<file path="src/design/romc_pkg.sv">
// Shared codes, constants and types of the ROM-control address register unit.
package romc_pkg;

  localparam int unsigned OpWidth   = 5;
  localparam int unsigned ByteWidth = 8;
  localparam int unsigned AddrWidth = 16;
  localparam int unsigned KindWidth = 3;

  // ROM-control codes.
  localparam logic [OpWidth-1:0] OP_FETCH       = 5'h00;
  localparam logic [OpWidth-1:0] OP_BRANCH_REL  = 5'h01;
  localparam logic [OpWidth-1:0] OP_READ_DC     = 5'h02;
  localparam logic [OpWidth-1:0] OP_READ_PORT   = 5'h03;
  localparam logic [OpWidth-1:0] OP_RETURN      = 5'h04;
  localparam logic [OpWidth-1:0] OP_WRITE_DC    = 5'h05;
  localparam logic [OpWidth-1:0] OP_DRV_DC_HI   = 5'h06;
  localparam logic [OpWidth-1:0] OP_DRV_SP_HI   = 5'h07;
  localparam logic [OpWidth-1:0] OP_PUSH_DUP    = 5'h08;
  localparam logic [OpWidth-1:0] OP_DRV_DC_LO   = 5'h09;
  localparam logic [OpWidth-1:0] OP_DC_REL      = 5'h0A;
  localparam logic [OpWidth-1:0] OP_DRV_SP_LO   = 5'h0B;
  localparam logic [OpWidth-1:0] OP_READ_PC_LO  = 5'h0C;
  localparam logic [OpWidth-1:0] OP_SAVE_NEXT   = 5'h0D;
  localparam logic [OpWidth-1:0] OP_READ_DC_LO  = 5'h0E;
  localparam logic [OpWidth-1:0] OP_INTA_LO     = 5'h0F;
  localparam logic [OpWidth-1:0] OP_UNUSED      = 5'h10;
  localparam logic [OpWidth-1:0] OP_READ_DC_HI  = 5'h11;
  localparam logic [OpWidth-1:0] OP_PUSH_LO     = 5'h12;
  localparam logic [OpWidth-1:0] OP_INTA_HI     = 5'h13;
  localparam logic [OpWidth-1:0] OP_LD_PC_HI    = 5'h14;
  localparam logic [OpWidth-1:0] OP_LD_SP_HI    = 5'h15;
  localparam logic [OpWidth-1:0] OP_LD_DC_HI    = 5'h16;
  localparam logic [OpWidth-1:0] OP_LD_PC_LO    = 5'h17;
  localparam logic [OpWidth-1:0] OP_LD_SP_LO    = 5'h18;
  localparam logic [OpWidth-1:0] OP_LD_DC_LO    = 5'h19;
  localparam logic [OpWidth-1:0] OP_IO_WRITE    = 5'h1A;
  localparam logic [OpWidth-1:0] OP_IO_READ     = 5'h1B;
  localparam logic [OpWidth-1:0] OP_LD_PORT     = 5'h1C;
  localparam logic [OpWidth-1:0] OP_SWAP_DC     = 5'h1D;
  localparam logic [OpWidth-1:0] OP_DRV_PC_LO   = 5'h1E;
  localparam logic [OpWidth-1:0] OP_DRV_PC_HI   = 5'h1F;

  // Access kinds reported with each result.
  localparam logic [KindWidth-1:0] KIND_NONE    = 3'd0;
  localparam logic [KindWidth-1:0] KIND_FETCH   = 3'd1;
  localparam logic [KindWidth-1:0] KIND_MREAD   = 3'd2;
  localparam logic [KindWidth-1:0] KIND_MWRITE  = 3'd3;
  localparam logic [KindWidth-1:0] KIND_IOREAD  = 3'd4;
  localparam logic [KindWidth-1:0] KIND_IOWRITE = 3'd5;

  // Ports below this number are reserved and never accessed.
  localparam logic [ByteWidth-1:0] PORT_FLOOR = 8'd4;

  typedef struct packed {
    logic [OpWidth-1:0]   operation;
    logic [ByteWidth-1:0] data_in;
  } romc_item_t;

  typedef struct packed {
    logic [AddrWidth-1:0] address;
    logic [KindWidth-1:0] access_kind;
    logic [ByteWidth-1:0] data_out;
    logic                 data_drive;
    logic                 handled;
  } romc_result_t;

endpackage

</file>
<file path="src/design/romc_if.sv">
// Handshake channels for bus cycle items and their results.
interface romc_cmd_if;
  logic       valid;
  logic       ready;
  logic [4:0] operation;
  logic [7:0] data_in;

  modport source (output valid, output operation, output data_in, input ready);
  modport sink (input valid, input operation, input data_in, output ready);
endinterface

interface romc_rsp_if;
  logic        valid;
  logic        ready;
  logic [15:0] address;
  logic [2:0]  access_kind;
  logic [7:0]  data_out;
  logic        data_drive;
  logic        handled;

  modport source (output valid, output address, output access_kind, output data_out,
                  output data_drive, output handled, input ready);
  modport sink (input valid, input address, input access_kind, input data_out,
                input data_drive, input handled, output ready);
endinterface

</file>
<file path="src/design/romc_in_stage.sv">
// Input register that holds one bus cycle item until the execute stage takes it.
module romc_in_stage (
  input  logic               clk,
  input  logic               rst,
  romc_cmd_if.sink           cmd,
  input  logic               advance,
  output logic               valid,
  output romc_pkg::romc_item_t item
);
  import romc_pkg::*;

  assign cmd.ready = !valid || advance;

  always_ff @(posedge clk) begin
    if (rst) begin
      valid <= 1'b0;
    end else if (cmd.ready) begin
      valid <= cmd.valid;
    end
  end

  always_ff @(posedge clk) begin
    if (cmd.valid && cmd.ready) begin
      item.operation <= cmd.operation;
      item.data_in   <= cmd.data_in;
    end
  end

endmodule

</file>
<file path="src/design/romc_exec.sv">
// Address registers and the per-code decode that yields one result for each item.
module romc_exec (
  input  logic                         clk,
  input  logic                         rst,
  input  logic                         advance,
  input  romc_pkg::romc_item_t         item,
  input  logic [romc_pkg::AddrWidth-1:0] interrupt_vector,
  output romc_pkg::romc_result_t       result
);
  import romc_pkg::*;

  logic [AddrWidth-1:0] program_counter, program_counter_next;
  logic [AddrWidth-1:0] stack_pointer, stack_pointer_next;
  logic [AddrWidth-1:0] data_counter, data_counter_next;
  logic [AddrWidth-1:0] alternate_data_counter, alternate_data_counter_next;
  logic [ByteWidth-1:0] io_port_latch, io_port_latch_next;

  logic [ByteWidth-1:0] d;
  logic [AddrWidth-1:0] d_sext;
  logic [AddrWidth-1:0] pc_inc;
  logic [AddrWidth-1:0] dc_inc;
  logic                 port_ok;

  assign d       = item.data_in;
  assign d_sext  = {{(AddrWidth-ByteWidth){d[ByteWidth-1]}}, d};
  assign pc_inc  = program_counter + AddrWidth'(1);
  assign dc_inc  = data_counter + AddrWidth'(1);
  assign port_ok = io_port_latch >= PORT_FLOOR;

  always_comb begin
    program_counter_next        = program_counter;
    stack_pointer_next          = stack_pointer;
    data_counter_next           = data_counter;
    alternate_data_counter_next = alternate_data_counter;
    io_port_latch_next          = io_port_latch;
    result.address     = '0;
    result.access_kind = KIND_NONE;
    result.data_out    = '0;
    result.data_drive  = 1'b0;
    result.handled     = 1'b1;

    unique case (item.operation)
      OP_FETCH: begin
        result.address       = program_counter;
        result.access_kind   = KIND_FETCH;
        program_counter_next = pc_inc;
      end
      OP_BRANCH_REL: begin
        result.address       = program_counter;
        result.access_kind   = KIND_MREAD;
        program_counter_next = program_counter + d_sext;
      end
      OP_READ_DC: begin
        result.address     = data_counter;
        result.access_kind = KIND_MREAD;
        data_counter_next  = dc_inc;
      end
      OP_READ_PORT: begin
        result.address       = program_counter;
        result.access_kind   = KIND_MREAD;
        program_counter_next = pc_inc;
        io_port_latch_next   = d;
      end
      OP_RETURN: begin
        program_counter_next = stack_pointer;
        result.handled       = 1'b0;
      end
      OP_WRITE_DC: begin
        result.address     = data_counter;
        result.access_kind = KIND_MWRITE;
        data_counter_next  = dc_inc;
      end
      OP_DRV_DC_HI: begin
        result.data_out   = data_counter[15:8];
        result.data_drive = 1'b1;
      end
      OP_DRV_SP_HI: begin
        result.data_out   = stack_pointer[15:8];
        result.data_drive = 1'b1;
      end
      OP_PUSH_DUP: begin
        stack_pointer_next   = program_counter;
        program_counter_next = {d, d};
      end
      OP_DRV_DC_LO: begin
        result.data_out   = data_counter[7:0];
        result.data_drive = 1'b1;
      end
      OP_DC_REL: begin
        data_counter_next = data_counter + d_sext;
      end
      OP_DRV_SP_LO: begin
        result.data_out   = stack_pointer[7:0];
        result.data_drive = 1'b1;
      end
      OP_READ_PC_LO: begin
        result.address       = program_counter;
        result.access_kind   = KIND_MREAD;
        program_counter_next = {program_counter[15:8], d};
      end
      OP_SAVE_NEXT: begin
        stack_pointer_next = pc_inc;
        result.handled     = 1'b0;
      end
      OP_READ_DC_LO: begin
        result.address     = program_counter;
        result.access_kind = KIND_MREAD;
        data_counter_next  = {data_counter[15:8], d};
      end
      OP_INTA_LO: begin
        result.data_out      = interrupt_vector[7:0];
        result.data_drive    = 1'b1;
        stack_pointer_next   = program_counter;
        program_counter_next = {program_counter[15:8], interrupt_vector[7:0]};
      end
      OP_UNUSED: begin
        result.handled = 1'b0;
      end
      OP_READ_DC_HI: begin
        result.address     = program_counter;
        result.access_kind = KIND_MREAD;
        data_counter_next  = {d, data_counter[7:0]};
      end
      OP_PUSH_LO: begin
        stack_pointer_next   = program_counter;
        program_counter_next = {program_counter[15:8], d};
      end
      OP_INTA_HI: begin
        result.data_out      = interrupt_vector[15:8];
        result.data_drive    = 1'b1;
        program_counter_next = {interrupt_vector[15:8], program_counter[7:0]};
      end
      OP_LD_PC_HI: program_counter_next = {d, program_counter[7:0]};
      OP_LD_SP_HI: stack_pointer_next   = {d, stack_pointer[7:0]};
      OP_LD_DC_HI: data_counter_next    = {d, data_counter[7:0]};
      OP_LD_PC_LO: program_counter_next = {program_counter[15:8], d};
      OP_LD_SP_LO: stack_pointer_next   = {stack_pointer[15:8], d};
      OP_LD_DC_LO: data_counter_next    = {data_counter[15:8], d};
      OP_IO_WRITE, OP_IO_READ: begin
        // A reserved port gives an empty cycle with nothing accessed.
        if (port_ok) begin
          result.address     = {{(AddrWidth-ByteWidth){1'b0}}, io_port_latch};
          result.access_kind = (item.operation == OP_IO_WRITE) ? KIND_IOWRITE : KIND_IOREAD;
        end else begin
          result.handled = 1'b0;
        end
      end
      OP_LD_PORT: io_port_latch_next = d;
      OP_SWAP_DC: begin
        data_counter_next           = alternate_data_counter;
        alternate_data_counter_next = data_counter;
        result.handled              = 1'b0;
      end
      OP_DRV_PC_LO: begin
        result.data_out   = program_counter[7:0];
        result.data_drive = 1'b1;
      end
      OP_DRV_PC_HI: begin
        result.data_out   = program_counter[15:8];
        result.data_drive = 1'b1;
      end
      default: result.handled = 1'b0;
    endcase
  end

  always_ff @(posedge clk) begin
    if (rst) begin
      program_counter        <= '0;
      stack_pointer          <= '0;
      data_counter           <= '0;
      alternate_data_counter <= '0;
      io_port_latch          <= '0;
    end else if (advance) begin
      program_counter        <= program_counter_next;
      stack_pointer          <= stack_pointer_next;
      data_counter           <= data_counter_next;
      alternate_data_counter <= alternate_data_counter_next;
      io_port_latch          <= io_port_latch_next;
    end
  end

endmodule

</file>
<file path="src/design/romc_address_register_unit.sv">
// Top level of the ROM-control address register unit.
//
//   channel  dir  handshake       payload
//   cmd      in   valid / ready   operation[4:0], data_in[7:0]
//   rsp      out  valid / ready   address[15:0], access_kind[2:0], data_out[7:0],
//                                 data_drive, handled
//   cfg      in   cfg_wr_en       cfg_wr_data[15:0] (interrupt vector)
//
// An accepted item sits in the input register; when it advances, the code decode
// loads its result into the result register, which offers it on rsp.
// One item is accepted per cycle while rsp keeps taking results; the register
// update of each item lands as it leaves the input register.
// Reset clears all address registers, the port latch and the interrupt vector.
// A stall on rsp holds the result register and then the input register.
module romc_address_register_unit (
  input  logic                         clk,
  input  logic                         rst,
  romc_cmd_if.sink                     cmd,
  romc_rsp_if.source                   rsp,
  input  logic                         cfg_wr_en,
  input  logic [romc_pkg::AddrWidth-1:0] cfg_wr_data
);
  import romc_pkg::*;

  logic                 stage_valid;
  romc_item_t           stage_item;
  logic                 advance;
  romc_result_t         result;
  logic [AddrWidth-1:0] interrupt_vector;
  logic                 rsp_valid;
  romc_result_t         rsp_data;

  assign advance = stage_valid && (!rsp_valid || rsp.ready);

  always_ff @(posedge clk) begin
    if (rst) begin
      interrupt_vector <= '0;
    end else if (cfg_wr_en) begin
      interrupt_vector <= cfg_wr_data;
    end
  end

  romc_in_stage u_in_stage (
    .clk     (clk),
    .rst     (rst),
    .cmd     (cmd),
    .advance (advance),
    .valid   (stage_valid),
    .item    (stage_item)
  );

  romc_exec u_exec (
    .clk              (clk),
    .rst              (rst),
    .advance          (advance),
    .item             (stage_item),
    .interrupt_vector (interrupt_vector),
    .result           (result)
  );

  always_ff @(posedge clk) begin
    if (rst) begin
      rsp_valid <= 1'b0;
    end else if (advance) begin
      rsp_valid <= 1'b1;
    end else if (rsp.ready) begin
      rsp_valid <= 1'b0;
    end
  end

  always_ff @(posedge clk) begin
    if (advance) begin
      rsp_data <= result;
    end
  end

  assign rsp.valid       = rsp_valid;
  assign rsp.address     = rsp_data.address;
  assign rsp.access_kind = rsp_data.access_kind;
  assign rsp.data_out    = rsp_data.data_out;
  assign rsp.data_drive  = rsp_data.data_drive;
  assign rsp.handled     = rsp_data.handled;

  a_advance_fills_output: assert property (@(posedge clk) disable iff (rst)
    advance |=> rsp_valid)
    else $error("result register not loaded after the item advanced");

  a_full_stage_blocks_input: assert property (@(posedge clk) disable iff (rst)
    (stage_valid && !advance) |-> !cmd.ready)
    else $error("input taken while the input register is held");

  a_unhandled_no_access: assert property (@(posedge clk) disable iff (rst)
    (rsp_valid && !rsp_data.handled) |-> (rsp_data.access_kind == KIND_NONE))
    else $error("unhandled code reports a bus access");

  a_idle_drive_zero: assert property (@(posedge clk) disable iff (rst)
    (rsp_valid && !rsp_data.data_drive) |-> (rsp_data.data_out == '0))
    else $error("data byte present without drive");

  a_no_access_zero_addr: assert property (@(posedge clk) disable iff (rst)
    (rsp_valid && (rsp_data.access_kind == KIND_NONE)) |-> (rsp_data.address == '0))
    else $error("address present without an access");

endmodule
</file>
<file path="src/flat_wrapper.sv">
// flat-port wrapper written by rule: the top's interface ports become plain ports
module romc_address_register_unit_flat import romc_pkg::*;
  (clk, rst, cfg_wr_en, cfg_wr_data, cmd_valid, cmd_operation, cmd_data_in, cmd_ready, rsp_valid, rsp_address, rsp_access_kind, rsp_data_out, rsp_data_drive, rsp_handled, rsp_ready);
  romc_cmd_if cmd_i ();
  romc_rsp_if rsp_i ();
  input  logic clk;
  input  logic rst;
  input  logic cfg_wr_en;
  input  logic [romc_pkg::AddrWidth-1:0] cfg_wr_data;
  input wire logic [$bits(cmd_i.valid)-1:0] cmd_valid;
  input wire logic [$bits(cmd_i.operation)-1:0] cmd_operation;
  input wire logic [$bits(cmd_i.data_in)-1:0] cmd_data_in;
  output wire logic [$bits(cmd_i.ready)-1:0] cmd_ready;
  output wire logic [$bits(rsp_i.valid)-1:0] rsp_valid;
  output wire logic [$bits(rsp_i.address)-1:0] rsp_address;
  output wire logic [$bits(rsp_i.access_kind)-1:0] rsp_access_kind;
  output wire logic [$bits(rsp_i.data_out)-1:0] rsp_data_out;
  output wire logic [$bits(rsp_i.data_drive)-1:0] rsp_data_drive;
  output wire logic [$bits(rsp_i.handled)-1:0] rsp_handled;
  input wire logic [$bits(rsp_i.ready)-1:0] rsp_ready;
  assign cmd_i.valid = cmd_valid;
  assign cmd_i.operation = cmd_operation;
  assign cmd_i.data_in = cmd_data_in;
  assign cmd_ready = cmd_i.ready;
  assign rsp_valid = rsp_i.valid;
  assign rsp_address = rsp_i.address;
  assign rsp_access_kind = rsp_i.access_kind;
  assign rsp_data_out = rsp_i.data_out;
  assign rsp_data_drive = rsp_i.data_drive;
  assign rsp_handled = rsp_i.handled;
  assign rsp_i.ready = rsp_ready;
  romc_address_register_unit u_core (.clk(clk), .rst(rst), .cmd(cmd_i), .rsp(rsp_i), .cfg_wr_en(cfg_wr_en), .cfg_wr_data(cfg_wr_data));
endmodule
</file>
<file path="config.mk">
export PLATFORM = sky130hd
export DESIGN_NAME = romc_address_register_unit_flat
export DESIGN_NICKNAME = d
export VERILOG_FILES = /design/src/design/romc_pkg.sv /design/src/design/romc_if.sv /design/src/design/romc_in_stage.sv /design/src/design/romc_exec.sv /design/src/design/romc_address_register_unit.sv /design/src/flat_wrapper.sv
export SDC_FILE = /design/constraint.sdc
export NUM_CORES = 1
export LEC_CHECK = 0
export ABC_AREA = 0
export BUFFER_PORTS_ARGS = -buffer_cell sky130_fd_sc_hd__buf_2
export CAP_MARGIN = 30
export CORE_MARGIN = 2
export CORE_UTILIZATION = 40
export DETAILED_ROUTE_END_ITERATION = 6
export GPL_TIMING_DRIVEN = 0
export PLACE_DENSITY = 0.62
export SYNTH_ARGS = -nofsm -noshare
export SYNTH_HDL_FRONTEND = slang
export SYNTH_HIERARCHICAL = 1
export SYNTH_SLANG_ARGS = --single-unit
</file>
<file path="constraint.sdc">
create_clock -name clk -period 5.1 [get_ports clk]
set_input_delay 1.02 -clock clk [delete_from_list [all_inputs] [get_ports clk]]
set_output_delay 1.02 -clock clk [all_outputs]
set_load 0.01 [all_outputs]
</file>
---- After elaboration in Yosys (flattened, before gate mapping) ----
Cells that the tools add are included.
operators by class
  $add $sub $neg .......................... 4
  magnitude comparators ................... 1
  eq/ne operators ......................... 31
  multiplexer cells ....................... 11
  bitwise logic cells ..................... 8
  reduce and logical (&&, ||, !) cells .... 32
operator list
  operator                                                           number
  case mux 16 bit (8 select lines)                                   1
  case mux 19 bit (5 select lines)                                   1
  equality test 5 bit, second input constant                         16
  case mux 16 bit (5 select lines)                                   1
  case mux 9 bit (8 select lines)                                    1
  case mux 16 bit (4 select lines)                                   1
  equality test 5 x 4 -> 1 bit, second input constant                8
  adder 16 x 1 -> 16 bit, second input constant                      2
  adder 16 bit                                                       2
  equality test 5 x 3 -> 1 bit, second input constant                4
  AND reduction 3 bit                                                4
  nonzero test 6 bit                                                 2
  OR reduction 2 bit                                                 6
  two-way mux 11 bit                                                 1
  equality test 5 x 2 -> 1 bit, second input constant                2
  greater-or-equal comparator 8 x 3 -> 1 bit, second input constant  1
  inverter 1 bit                                                     8
  AND reduction 4 bit                                                2
  nonzero test 4 bit                                                 2
  nonzero test 3 bit                                                 2
  OR reduction 3 bit                                                 2
  equality test 5 x 1 -> 1 bit, second input constant                1
  logical NOT 5 bit                                                  1
  OR reduction 5 bit                                                 1
  8 further kinds                                                    15
word-level totals
  register bits after elaboration ......... 132
  output and inout port bits .............. 31
  logic and storage cells ................. 105

---- Longest topological paths before layout ----
Gate-level depths: netlist of run 1.
  word-level depth ........................ 5
  mapped depth ............................ 13
  mapped depth without buffers ............ 12

---- Cells and area by module ----
Netlist of run 1, hierarchy kept.
by module, submodules not included
  module                      times used  cells each  area each (sq um)  seq. area each (sq um)
  romc_exec                   1           861         6336.1             1441.4
  romc_address_register_unit  1           86          1495.2             1211.2
  romc_in_stage               1           18          445.4              410.4

---- Least setup slack after synthesis of run 1 ----
OpenSTA, ideal clock, no wires.
  path kind ............................... reg-to-reg
  start ................................... register u_core/u_in_stage/item[11] (netlist name)
  end ..................................... register u_core.u_exec.data_counter[14]
  setup time .............................. 0.071 ns
  arrival time ............................ 3.567 ns
  path slack .............................. 1.462 ns
  stages on the path, launching flop included .. 14
  path through ............................ edfxtp_1 -> buf_2 -> buf_1 -> nand2_1 -> or3_1 -> ha_1 -> fa_1 -> a211o_1 -> o211ai_1 -> a22oi_1 -> or4_1 -> o211ai_1 -> mux2_1 -> a21oi_1
between the ends
  word-level cells in the longest chain between the ends .. 4
  elaborated cells on any way between the ends .. 15
  classes of those cells .................. 8 x eq/ne; 1 x mux; 1 x bitwise; 5 x reduce/logical
ends and longest elaborated chain
  item                                                                          RTL line          source
  equality test 5 x 3 -> 1 bit, or another cell as far along                    romc_exec.sv:42   unique case (item.operation)
  OR reduction 2 bit (no source line)                                           n/a
  nonzero test 4 bit (no source line) / inverter 1 bit (equally long branches)  n/a
  AND reduction 3 bit (no source line)                                          n/a
  end signal, assigned                                                          romc_exec.sv:176  data_counter <= data_counter_next;
  end, declared                                                                 romc_exec.sv:14   logic [AddrWidth-1:0] data_counter, data_counter_next;
Several ways; a longest one is shown, not always the timed one.
A chain may end at the register's enable or synchronous reset.

---- Worst setup path after layout of run 1 ----
  start ................................... register u_core/u_in_stage/item[11] (netlist name)
  end ..................................... register u_core.u_exec.data_counter[14]
between the ends
  word-level cells in the longest chain between the ends .. 4
  elaborated cells on any way between the ends .. 15
  classes of those cells .................. 8 x eq/ne; 1 x mux; 1 x bitwise; 5 x reduce/logical
ends and longest elaborated chain
  item                                                                          RTL line
  equality test 5 x 3 -> 1 bit, or another cell as far along                    romc_exec.sv:42
  OR reduction 2 bit (no source line)                                           n/a
  nonzero test 4 bit (no source line) / inverter 1 bit (equally long branches)  n/a
  AND reduction 3 bit (no source line)                                          n/a
Several ways; a longest one is shown, not always the timed one.

==> out/results.txt, run 1 <==
Post-CTS Setup Bufs: 0
#FFs+latches synth: 132
Worst Max-Slew Pin Slew: 945 ps
Hold path start: u_core/u_exec/alternate_data_counter[7]$_SDFFE_PP0P_
HP Class: reg -> reg
WL/cell: 21.2 microns
DP Worst Slack: 903 ps
Core ar.: 20300 sq um
Unrepaired setup endpoints after global routing: false
Post-DP HPWL: 20900 microns
Initial core utilization: 40.8%
Net switching power: 0.000786 W
Final setup skew: 12.2 ps
Worst VDD drop: 0.203 mV
CTS tree: yes
First-pass GRT wire length: 43600 microns
Total GRT Usage: 25.8%
Leak pwr: 3.47 nW
Fin. Hold Viols: 0
Post-DP Area: 8940 sq um
Status: finished, violations left
Post-synth ARST share: 0%
Clock Power Share: 43.5%
Hold Buf Count CTS: 0
Most frequent cell after synthesis: nor2_1
Routed vias/inst: 6.16
DRT Wirelength: 28300 microns
Seq/Total Area, Yosys: 37.0%
Post-Syn Area: 8280 sq um
Largest cells by area after synthesis: dfxtp_1, edfxtp_1, nor2_1
Multi-input logic area: 4770 sq um
CTS root buf: clkbuf_16
Worst-Skew Late Latency: 430 ps
Hold depth: 2
Final TNS setup: 0 ps
Port Buf Inserts: 63
DRC viols: 2
Part of the power in registers: 42.6%
Fin util: 46.9%
Crit Path Max Fanout: 10
Switch share: 28.6%
Maximum clock path buffer count: 2
Mean Syn Cell Area: 8.58 sq um
Die Width: 148 microns
Slew Viols, Final: 0
Final worst-path cycle share: 84.0%
Internal power: 0.00197 W
Clk slew on worst S/H paths: 60 ps
Crit path launch type: flop
Worst r2r src: u_core/u_in_stage/item[11]$_DFFE_PP_
Drt initial violations: 996
Main synth FF type: dfxtp_1
Yosys top cell area share: 21.8%
Share of cells above drive strength 1: 13.7%
Number of synthesized flops with an enable pin: 42
Number of antenna repair diodes: 0
Gpl congestion: 1.01
Area grow syn2layout: 15.1%
Drt first pass iters: 7
Initial antenna violation count: 0
Relative slew slack: 36.5%
Count of cell types in the netlist: 82
Via Count: 8209
Count of clock tree sinks: 132
IO Pins: 65
Die span in y: 148 microns
PD cells: 289 nW/um^2
Worst Path Class, Setup: reg -> reg
Final setup viols: 0
Critical Path End Type: flop
Commonest cells post-synth: nor2_1, dfxtp_1, nand2_1
Largest area contributor in the netlist: dfxtp_1
Largest net degree at the start of global routing: 35
Crit path time final: 4280 ps
Fmax: 233 MHz
Die Area: 21900 sq um
R2r setup slk: 820 ps
R2R cell count: 13
Crit path required time: 5450 ps
Total number of yosys warnings: 6
FF-to-FF End: u_core/u_exec/data_counter[14]$_SDFFE_PP0P_
Failing checks: DRC
Logic pwr share: 13.9%
Syn nets: 1025
Maxcap violations: 0
Number of global-route vias before repair: 7590
Cells after synthesis: 965
# rows: 52
Setup ws final: 817 ps
H-tree levels: 4
Worst Path Arrival: 4630 ps
Cell area after layout: 9530 sq um
Num CTS Buffers: 17
Fillers: 2039
DRT antenna net count: 0
Congestion Overflow GR: 0
Layout Nets: 1109
Endpoint, Worst Hold: u_core/u_exec/alternate_data_counter[7]$_SDFFE_PP0P_
Resized Gates After CTS: 0
Sequential cell area: 3060 sq um
## routing by layer
layer | wire length, microns | share of wire, % | vias to the layer above | GRT usage [%]
li1 | - | - | 3843 | -
met1 | 12100 | 43 | 3909 | 35.7
met2 | 13000 | 46 | 409 | 41.2
met3 | 2550 | 9.0 | 48 | 4.88
met4 | 629 | 2.2 | 0 | 7.86
met5 | 0 | 0 | - | 0
## power by group through the flow
| stage | logic (W) | registers (W) | clock network [W] |
|---|---|---|---|
| 6_report | 0.000383 | 0.00117 | 0.00120 |
| 5_1_grt | 0.000415 | 0.00118 | 0.00126 |
| 4_1_cts | 0.000375 | 0.00117 | 0.00122 |
| 3_5_place_dp | 0.000374 | 0.00119 | 0 |
| 3_3_place_gp | 0.000371 | 0.00119 | 0 |
| 2_1_floorplan | 0.000251 | 0.00118 | 0 |
## per-stage QoR
| stage | instances | hold slack [ps] | power, W |
|---|---|---|---|
| 2_1_floorplan | 965 | 436 | 0.00143 |
| 3_3_place_gp | 1298 | 443 | 0.00156 |
| 5_1_grt | 1332 | 480 | 0.00285 |
| 4_1_cts | 1331 | 457 | 0.00276 |
| 6_report | 1332 | 458 | 0.00275 |
| 3_5_place_dp | 1299 | 449 | 0.00157 |
## cell usage in the layout, fill, tap and decap left out, types with 8 or more instances in the layout
cell / n
and2_1: 11
ha_1: 24
o21a_1: 8
nand3_1: 21
buf_2: 84
a211oi_1: 24
edfxtp_1: 42
xor2_1: 10
xnor2_1: 18
a22oi_1: 38
or3_1: 9
nand4_1: 8
inv_1: 24
a21oi_1: 68
dfxtp_1: 90
o211ai_1: 11
clkbuf_1: 51
and3_1: 8
nor3_1: 30
a222oi_1: 29
clkbuf_16: 19
a22o_1: 17
o21ai_0: 41
a221oi_1: 16
mux2i_1: 30
nor2_1: 104
nand2_1: 77
## registers in the layout (all words and copies together) (netlist names)
register	cells
u_core/u_in_stage/item	13
u_core/u_exec/io_port_latch	8
u_core/rsp.data_out	8
u_core/rsp.address	16
u_core/rsp.valid	1
u_core/interrupt_vector	16
u_core/u_in_stage/valid	1
u_core/u_exec/program_counter	16
u_core/rsp.data_drive	1
u_core/u_exec/alternate_data_counter	16
u_core/rsp.handled	1
u_core/rsp.access_kind	3
u_core/u_exec/data_counter	16
u_core/u_exec/stack_pointer	16
## worst max-delay path by stage
stage	start	end	slack [ps]	depth (start not counted)
3_3_place_gp	rsp_ready	u_core/u_exec/stack_pointer[4]$_SDFFE_PP0P_	680	8
2_1_floorplan	u_core/u_in_stage/item[11]$_DFFE_PP_	u_core/u_exec/data_counter[14]$_SDFFE_PP0P_	1460	13
3_5_place_dp	u_core/u_in_stage/item[11]$_DFFE_PP_	u_core/u_exec/data_counter[14]$_SDFFE_PP0P_	900	13
5_1_grt	u_core/u_in_stage/item[11]$_DFFE_PP_	u_core/u_exec/data_counter[14]$_SDFFE_PP0P_	630	13
6_report	u_core/u_in_stage/item[11]$_DFFE_PP_	u_core/u_exec/data_counter[14]$_SDFFE_PP0P_	820	13
4_1_cts	u_core/u_in_stage/item[11]$_DFFE_PP_	u_core/u_exec/data_counter[14]$_SDFFE_PP0P_	880	13
## cells by family after synthesis
family / share of synthesized area, %
adder cells (fa/ha/maj): 4.23
multiplexers: 3.90
buffers and inverters: 5.41
flip-flops: 37.0
AO/OA/AOI/OAI: 27.5
XOR/XNOR: 2.96
AND/OR/NAND/NOR: 18.9
## final cells by class
cell class / count / share of cell area [%]
Buffer: 78 / 3.68
Clock buffer: 21 / 5.18
Clock inverter: 11 / 0.959
Inverter: 26 / 1.02
Multi-Input combinational cell: 729 / 50.0
Sequential cell: 132 / 32.2
Tap cell: 270 / 3.55
Timing Repair Buffer: 65 / 3.42
## worst max-delay path: stages, from the launching register on
cell and delay, ps:
edfxtp_1 400, buf_2 240, buf_1 340, nand2_1 300, or3_1 390, ha_1 240
fa_1 450, a211o_1 320, o211ai_1 130, a22oi_1 270, or4_1 540, o211ai_1 120
mux2_1 340, a21oi_1 110
No activity file was read; power rests on OpenSTA's default activity.
==> run 2: changes to the inputs <==
==> constraint.sdc (replaced) <==
create_clock -name clk -period 4 [get_ports clk]
set_input_delay 0.8 -clock clk [delete_from_list [all_inputs] [get_ports clk]]
set_output_delay 0.8 -clock clk [all_outputs]
set_load 0.01 [all_outputs]
==> out/results.txt, run 2 (synthesis gave the netlist of run 1 again) <==
Initial antenna violation count: 0
Port Buf Inserts: 63
Worst Path Class, Setup: reg -> reg
CP endpoint: u_core/u_exec/data_counter[14]$_SDFFE_PP0P_
Num CTS Buffers: 17
Crit path from: u_core/u_in_stage/item[12]$_DFFE_PP_
Crit path launch type: flop
First-pass GRT wire length: 43600 microns
Crit Path Max Fanout: 10
CTS tree: yes
Pwr Total: 0.00352 W
Slew Viols, Final: 0
Total GRT Usage: 25.8%
Layout Nets: 1115
CTS root buf: clkbuf_16
Status: finished, violations left
Die Area: 21900 sq um
FF-to-FF End: u_core/u_exec/data_counter[14]$_SDFFE_PP0P_
Via Count: 8190
Worst Max-Slew Pin Slew: 955 ps
Worst Path Arrival: 4230 ps
HP Class: reg -> reg
Count of clock tree sinks: 132
Relative slew slack: 35.9%
Clk slew on worst S/H paths: 60 ps
Leak pwr: 3.50 nW
Final TNS setup: 0 ps
Worst VDD drop: 0.259 mV
DP Worst Slack: -197 ps
Maximum clock path buffer count: 2
Die Width: 148 microns
PD cells: 367 nW/um^2
Hold depth: 2
H-tree levels: 4
IO Pins: 65
Layout Cells excl Fill: 1338
R2r setup slk: 130 ps
Placed insts: 1299
Routed vias/inst: 6.12
Final worst-path cycle share: 96.8%
Setup ws final: 127 ps
Worst r2r src: u_core/u_in_stage/item[12]$_DFFE_PP_
Worst-Skew Late Latency: 430 ps
Gpl congestion: 1.01
Core ar.: 20300 sq um
Critical Path End Type: flop
Failing checks: DRC
# rows: 52
R2R cell count: 13
Fin. Hold Viols: 0
Die span in y: 148 microns
Congestion Overflow GR: 0
Post-DP HPWL: 20900 microns
Crit path required time: 4350 ps
Number of global-route vias before repair: 7565
Largest net degree at the start of global routing: 35
Maxcap violations: 0
Drt initial violations: 1032
WL/cell: 21.2 microns
Fillers: 2039
DRT Wirelength: 28400 microns
Final setup viols: 0
Final setup skew: 10.4 ps
DRT antenna net count: 0
Initial core utilization: 40.8%
Area grow syn2layout: 15.8%
Fmax: 258 MHz
Most frequent cells in the layout: nor2_1, dfxtp_1, buf_2, nand2_1, a21oi_1
Crit path time final: 3870 ps
Number of antenna repair diodes: 0
Drt first pass iters: 7
Share of cells above drive strength 1: 14.5%
DRC viols: 4
Most common cell after layout, fill and taps aside: nor2_1
run 2: cell count changes in the layout (fill, tap and decap cells not counted):
cell / delta
nand2_1: -1
nor2_2: +1
buf_1: -1
buf_4: +7
a22oi_1: -1
a22oi_2: +1
nor2_1: -1
nand2_2: +1
run 2: layout make-up:
type | instances | area [sq um] | share of cell area, %
inverter | 26 | 97.6 | 1.02
clock inverter | 11 | 91.3 | 0.953
sequential | 132 | 3060 | 32.0
tap | 270 | 338 | 3.52
timing repair buffer | 72 | 378 | 3.94
clock buffer | 21 | 493 | 5.14
buffer | 77 | 347 | 3.62
multi-input combinational | 729 | 4780 | 49.8
run 2: through the flow:
step           cell area [sq um]  hold WS [ps]  util, %
3_5_place_dp                8940           449     44.0
2_1_floorplan               8280           436        -
6_report                    9580           460     47.2
3_3_place_gp                8930           443     44.0
4_1_cts                     9520           457     46.9
5_1_grt                     9580           480     47.2
run 2: how the worst min path moves through the flow:
stage | slack, ps | end | start
final | 460 | u_core/u_exec/alternate_data_counter[4]$_SDFFE_PP0P_ | u_core/u_exec/alternate_data_counter[4]$_SDFFE_PP0P_
after global routing | 480 | u_core/u_exec/alternate_data_counter[10]$_SDFFE_PP0P_ | u_core/u_exec/alternate_data_counter[10]$_SDFFE_PP0P_
after CTS | 460 | u_core/u_exec/alternate_data_counter[7]$_SDFFE_PP0P_ | u_core/u_exec/alternate_data_counter[7]$_SDFFE_PP0P_
after detailed placement | 450 | u_core/u_exec/alternate_data_counter[7]$_SDFFE_PP0P_ | u_core/u_exec/alternate_data_counter[7]$_SDFFE_PP0P_
after global placement | 440 | u_core/u_exec/alternate_data_counter[4]$_SDFFE_PP0P_ | u_core/u_exec/alternate_data_counter[4]$_SDFFE_PP0P_
after floorplan | 440 | u_core/u_exec/alternate_data_counter[0]$_SDFFE_PP0P_ | u_core/u_exec/alternate_data_counter[0]$_SDFFE_PP0P_
run 2: what timing repair did:
item	4_1_cts	5_1_grt
setup endpoints to repair	1	1
hold buffers	0	0
buffers inserted	0	7
gates resized for setup	2	1
gates cloned	0	0
pin swaps	0	1
run 2: per-layer routing:
layer | vias up | part of all wire (%) | track usage (%)
met5 | - | 0 | 0
met4 | 0 | 2.3 | 7.86
met3 | 50 | 9.0 | 4.88
met2 | 444 | 46 | 41.1
met1 | 3826 | 43 | 35.7
li1 | 3870 | - | -
run 2: power breakdown:
part,internal [W],switching [W],total [W]
clock network,0.000894,0.000639,0.00153
registers,0.00144,0.0000533,0.00149
logic,0.000176,0.000317,0.000494
total,0.00251,0.00101,0.00352
run 2: critical path, stage by stage, from the launching register on:
cell,delay (ps)
edfxtp_1,450
buf_2,230
nor2_2,160
nand2_2,150
or3_1,350
ha_1,240
fa_1,450
a211o_1,320
o211ai_1,150
a22oi_2,190
or4_1,510
o211ai_1,120
mux2_1,340
a21oi_1,110
